<file path="config.mk">
export PLATFORM = sky130hd
export DESIGN_NAME = gmds_step_unit
export DESIGN_NICKNAME = d
export VERILOG_FILES = /design/src/rtl/gmds_pkg.sv /design/src/rtl/gmds_step_unit.sv
export SDC_FILE = /design/constraint.sdc
export NUM_CORES = 1
export LEC_CHECK = 0
export BUFFER_PORTS_ARGS = -buffer_cell sky130_fd_sc_hd__buf_2
export CORE_MARGIN = 3
export CORE_UTILIZATION = 51
export DETAILED_ROUTE_END_ITERATION = 8
export GPL_ROUTABILITY_DRIVEN = 0
export PLACE_DENSITY = 0.91
export SYNTH_ARGS = -nofsm -noshare
export SYNTH_HDL_FRONTEND = slang
export SYNTH_SLANG_ARGS = --single-unit
</file>
<file path="constraint.sdc">
create_clock -name vclk -period 5.65
set_input_delay 0 -clock vclk [all_inputs]
set_output_delay 0 -clock vclk [all_outputs]
set_load 0.02 [all_outputs]
</file>
<file path="src/rtl/gmds_pkg.sv">
// Shared types and codes for the grid maze solver.
// Depends on nothing; used by the step unit, the top level and the checker.
package gmds_pkg;

   // Width of coordinate and bound arithmetic (covers 256 plus one)
   localparam int COORD_W = 9;

   // Request kinds
   typedef enum logic [1:0] {
      REQ_WRITE = 2'd0,
      REQ_READ  = 2'd1,
      REQ_SOLVE = 2'd2
   } req_kind_type;

   // Cell states held in the grid
   localparam logic [1:0] CELL_OPEN = 2'd0;
   localparam logic [1:0] CELL_WALL = 2'd1;
   localparam logic [1:0] CELL_MARK = 2'd2;

   // Register indexes
   localparam logic [1:0] REG_ROW_COUNT = 2'd0;
   localparam logic [1:0] REG_COL_COUNT = 2'd1;
   localparam logic [1:0] REG_START_ROW = 2'd2;
   localparam logic [1:0] REG_END_ROW   = 2'd3;

   // Neighbor order: down, up, right, left
   typedef enum logic [1:0] {
      DIR_DOWN  = 2'd0,
      DIR_UP    = 2'd1,
      DIR_RIGHT = 2'd2,
      DIR_LEFT  = 2'd3
   } dir_type;

   // Sequencer states
   typedef enum logic [3:0] {
      ST_IDLE,
      ST_READ,
      ST_CLEAR,
      ST_START,
      ST_POP,
      ST_CHECK,
      ST_NB_ADDR,
      ST_NB_EVAL,
      ST_REPLY
   } state_type;

   // Neighbor produced by the step unit
   typedef struct packed {
      logic               in_grid;
      logic [COORD_W-1:0] row;
      logic [COORD_W-1:0] col;
   } nbr_type;

endpackage

</file>
<file path="src/rtl/gmds_step_unit.sv">
// Shared neighbor step unit: one increment or decrement and one bound compare.
// Depends on gmds_pkg.
module gmds_step_unit (
   input  logic [gmds_pkg::COORD_W-1:0] cur_row,
   input  logic [gmds_pkg::COORD_W-1:0] cur_col,
   input  gmds_pkg::dir_type            dir,
   input  logic [gmds_pkg::COORD_W-1:0] row_lim,
   input  logic [gmds_pkg::COORD_W-1:0] col_lim,
   output gmds_pkg::nbr_type            nbr
);
   import gmds_pkg::*;

   logic               on_row;
   logic               plus;
   logic [COORD_W-1:0] coord;
   logic [COORD_W-1:0] lim;
   logic [COORD_W-1:0] moved;

   // Decode direction into axis and sign
   always_comb begin
      unique case (dir)
         DIR_DOWN: begin
            on_row = 1'b1;
            plus   = 1'b1;
         end
         DIR_UP: begin
            on_row = 1'b1;
            plus   = 1'b0;
         end
         DIR_RIGHT: begin
            on_row = 1'b0;
            plus   = 1'b1;
         end
         default: begin
            on_row = 1'b0;
            plus   = 1'b0;
         end
      endcase
   end

   // Step along the chosen axis and check the grid bound
   always_comb begin
      coord       = on_row ? cur_row : cur_col;
      lim         = on_row ? row_lim : col_lim;
      moved       = plus ? coord + COORD_W'(1) : coord - COORD_W'(1);
      nbr.in_grid = plus ? (moved < lim) : (coord != '0);
      nbr.row     = on_row ? moved : cur_row;
      nbr.col     = on_row ? cur_col : moved;
   end

endmodule

</file>
==> summary.md <==
| Metric | Value |
|---|---|
| Most common cell after layout, fill and taps aside | buf_2 |
| Netlist cell types | 34 |
| Core box area | 1780 µm² |
| CP startpoint | dir[1] |
| Share of the synthesized area in the top cell type | around a fifth |
| Hold Crit Depth | 3 |
| P&R area growth vs syn | 29.0% |
| Top post-synthesis cells by area | ha_1, mux2_2, mux2i_1, xor2_1, nand2_1 |
| Die height | ~50 µm |
| Post-Synthesis Cells | approximately 130 |
| # DRC | 0 |
| DR vias | 1,087 |
| HP Class | in2out |
| Register area | 0 µm² |
| Data arrival, critical path | 3.37 ns |
| Detailed router's first-iteration violation count | 23 |
| Max-Cap Viols | 0 |
| Number of global-route vias before repair | 1,008 |
| Post-synth net total | 180 |
| Antenna violations before repair | 0 |
| Layout cells sized above 1 | 42.9% |
| Largest net degree at the start of global routing | 35 |
| Post-CTS Setup Inserts | 0 |
| Met1 usage | between 20% and 30% |
| Layout clock buffers | 0 |
| Routed length per instance | 13.1 µm |
| Req. time, crit path | 5.65 ns |
| First-pass GRT wire length | 4250 µm |
| Layout Nets | 233 |
| RSZ-0062 raised after global routing | false |
| Setup CP Type | in2out |
| Setup crit start kind | input pin |
| Pre-antenna DRT Iters | 4 |
| Seq/Total Area, Yosys | 0% |
| Worst VDD drop | 87.6 µV |
| Met3 Track Usage GR | less than 1% |
| Worst setup margin | about 2.3 ns |
| M2 GR Usage | 38.7% |
| Max Freq | 297 MHz |
| GRT overflow | 0 |
| Top cell type by total area after synthesis | ha_1 |
| Antenna Nets Post-Route | 0 |
| Via/cell ratio | 5.38 |
| Synthesized area | 988 µm² |
| Setup crit end | nbr[18] |
| Grt peak-use layer | met2 |
| Initial Utilization | 55.4% |
| Max FO, Critical Path | 34 |
| Cts repair resizes | 0 |
| Outcome | finished clean |
| Setup crit end kind | primary output |
| Commonest cells after routing, fill and taps aside | buf_2, mux2_2, ha_1 |
| Total Routing Usage GR | 20.7% |
| Pwr Density | 158 nW/µm² |
| Die Wd | 50.0 µm |
| # rows | 15 |
| Die area | 2500 µm² |
| Slew Limit Fails | 0 |
| Finish-stage setup viols | 0 |
| Min cycle time layout | 3.37 ns |
| Worst-Margin Slew | 0.761 ns |
| HPWL Detailed | 2220 µm |
| FFs & Latches | 0 |
| Port bufs | 57 |
| Placement Setup Slack | 2.34 ns |
| Avg Cell Area, Syn | 7.84 µm² |
| Syn. warnings | 0 |
| N_diodes | 0 |
| LEAKAGE | 0.659 nW |
| Hold buffers post-CTS | 0 |
| I/O pin total | 57 |
| Routed WL | 2640 µm |
| Final TNS setup | 0 ns |
| Final period utilization | 59.7% |
| Final hold vios | 0 |
| Slew margin rel. | 49.3% |
## cells in the mapped netlist, types with 2 or more instances
| library cell | number |
|---|---|
| mux2_2 | 16 |
| xnor2_1 | 5 |
| o21ai_0 | 2 |
| a21o_1 | 2 |
| inv_1 | 7 |
| nor2_1 | 5 |
| nor3_1 | 2 |
| nand2b_1 | 2 |
| xor2_1 | 6 |
| ha_1 | 15 |
| clkbuf_1 | 2 |
| nand3_1 | 3 |
| nand2_1 | 13 |
| o21ai_1 | 6 |
| nor4_1 | 4 |
| mux2i_1 | 9 |
| a21oi_1 | 8 |
| buf_2 | 3 |
## metal layers
metal,vias to the layer above,wire length [µm]
met2,32,1330
met4,0,2
li1,571,-
met3,2,99
met5,-,0
met1,482,1210
## critical path, cell delays in order
cell	delay [ns]
buf_2	0.58
mux2_2	0.42
ha_1	0.39
o211ai_1	0.13
a21oi_1	0.24
o31a_1	0.22
nor2_1	0.07
xnor2_1	0.13
ha_1	0.31
nand2_1	0.09
nor2_1	0.05
a2111oi_0	0.38
a22o_1	0.18
buf_2	0.15
## per-stage QoR
step	util (%)	area [µm²]	cells	hold WS [ns]	power (W)
2_1_floorplan	-	988	126	0.124	0.000143
3_3_place_gp	71.5	1270	202	0.338	0.000194
3_5_place_dp	71.5	1270	202	0.341	0.000199
4_1_cts	71.5	1270	202	0.344	0.000201
5_1_grt	71.5	1270	202	0.356	0.000222
6_report	71.5	1270	202	0.345	0.000202
## layout make-up
class                           count  area [µm²]
Fill cell                         141         508
Timing Repair Buffer               57         285
Inverter                            7        26.3
Tap cell                           25        31.3
Multi-Input combinational cell    113         932
## report_power, final
part	internal (W)	switching [W]	leakage (nW)	total (W)
Clock	0	0	0	0
Sequential	0	0	0	0
Combinational	0.0000850	0.000117	0.659	0.000202
## cell families after synthesis
| family | share of synthesized area, % |
|---|---|
| xor gates and xnor gates | 9.75 |
| adders and majority gates | 21.0 |
| buffers and inverters | 5.70 |
| AOI/OAI and AO/OA | 19.5 |
| and+or+nand+nor | 14.4 |
| muxes | 29.6 |
## worst min-delay path by stage
| stage | from | endpoint |
|---|---|---|
| finish | cur_row[0] | nbr[9] |
| detailed placement | cur_row[8] | nbr[17] |
| global placement | cur_row[0] | nbr[9] |
| global route | cur_row[8] | nbr[17] |
| floorplan | cur_col[0] | nbr[0] |
| CTS | cur_row[8] | nbr[17] |
Power figures use the tool's default switching activity.
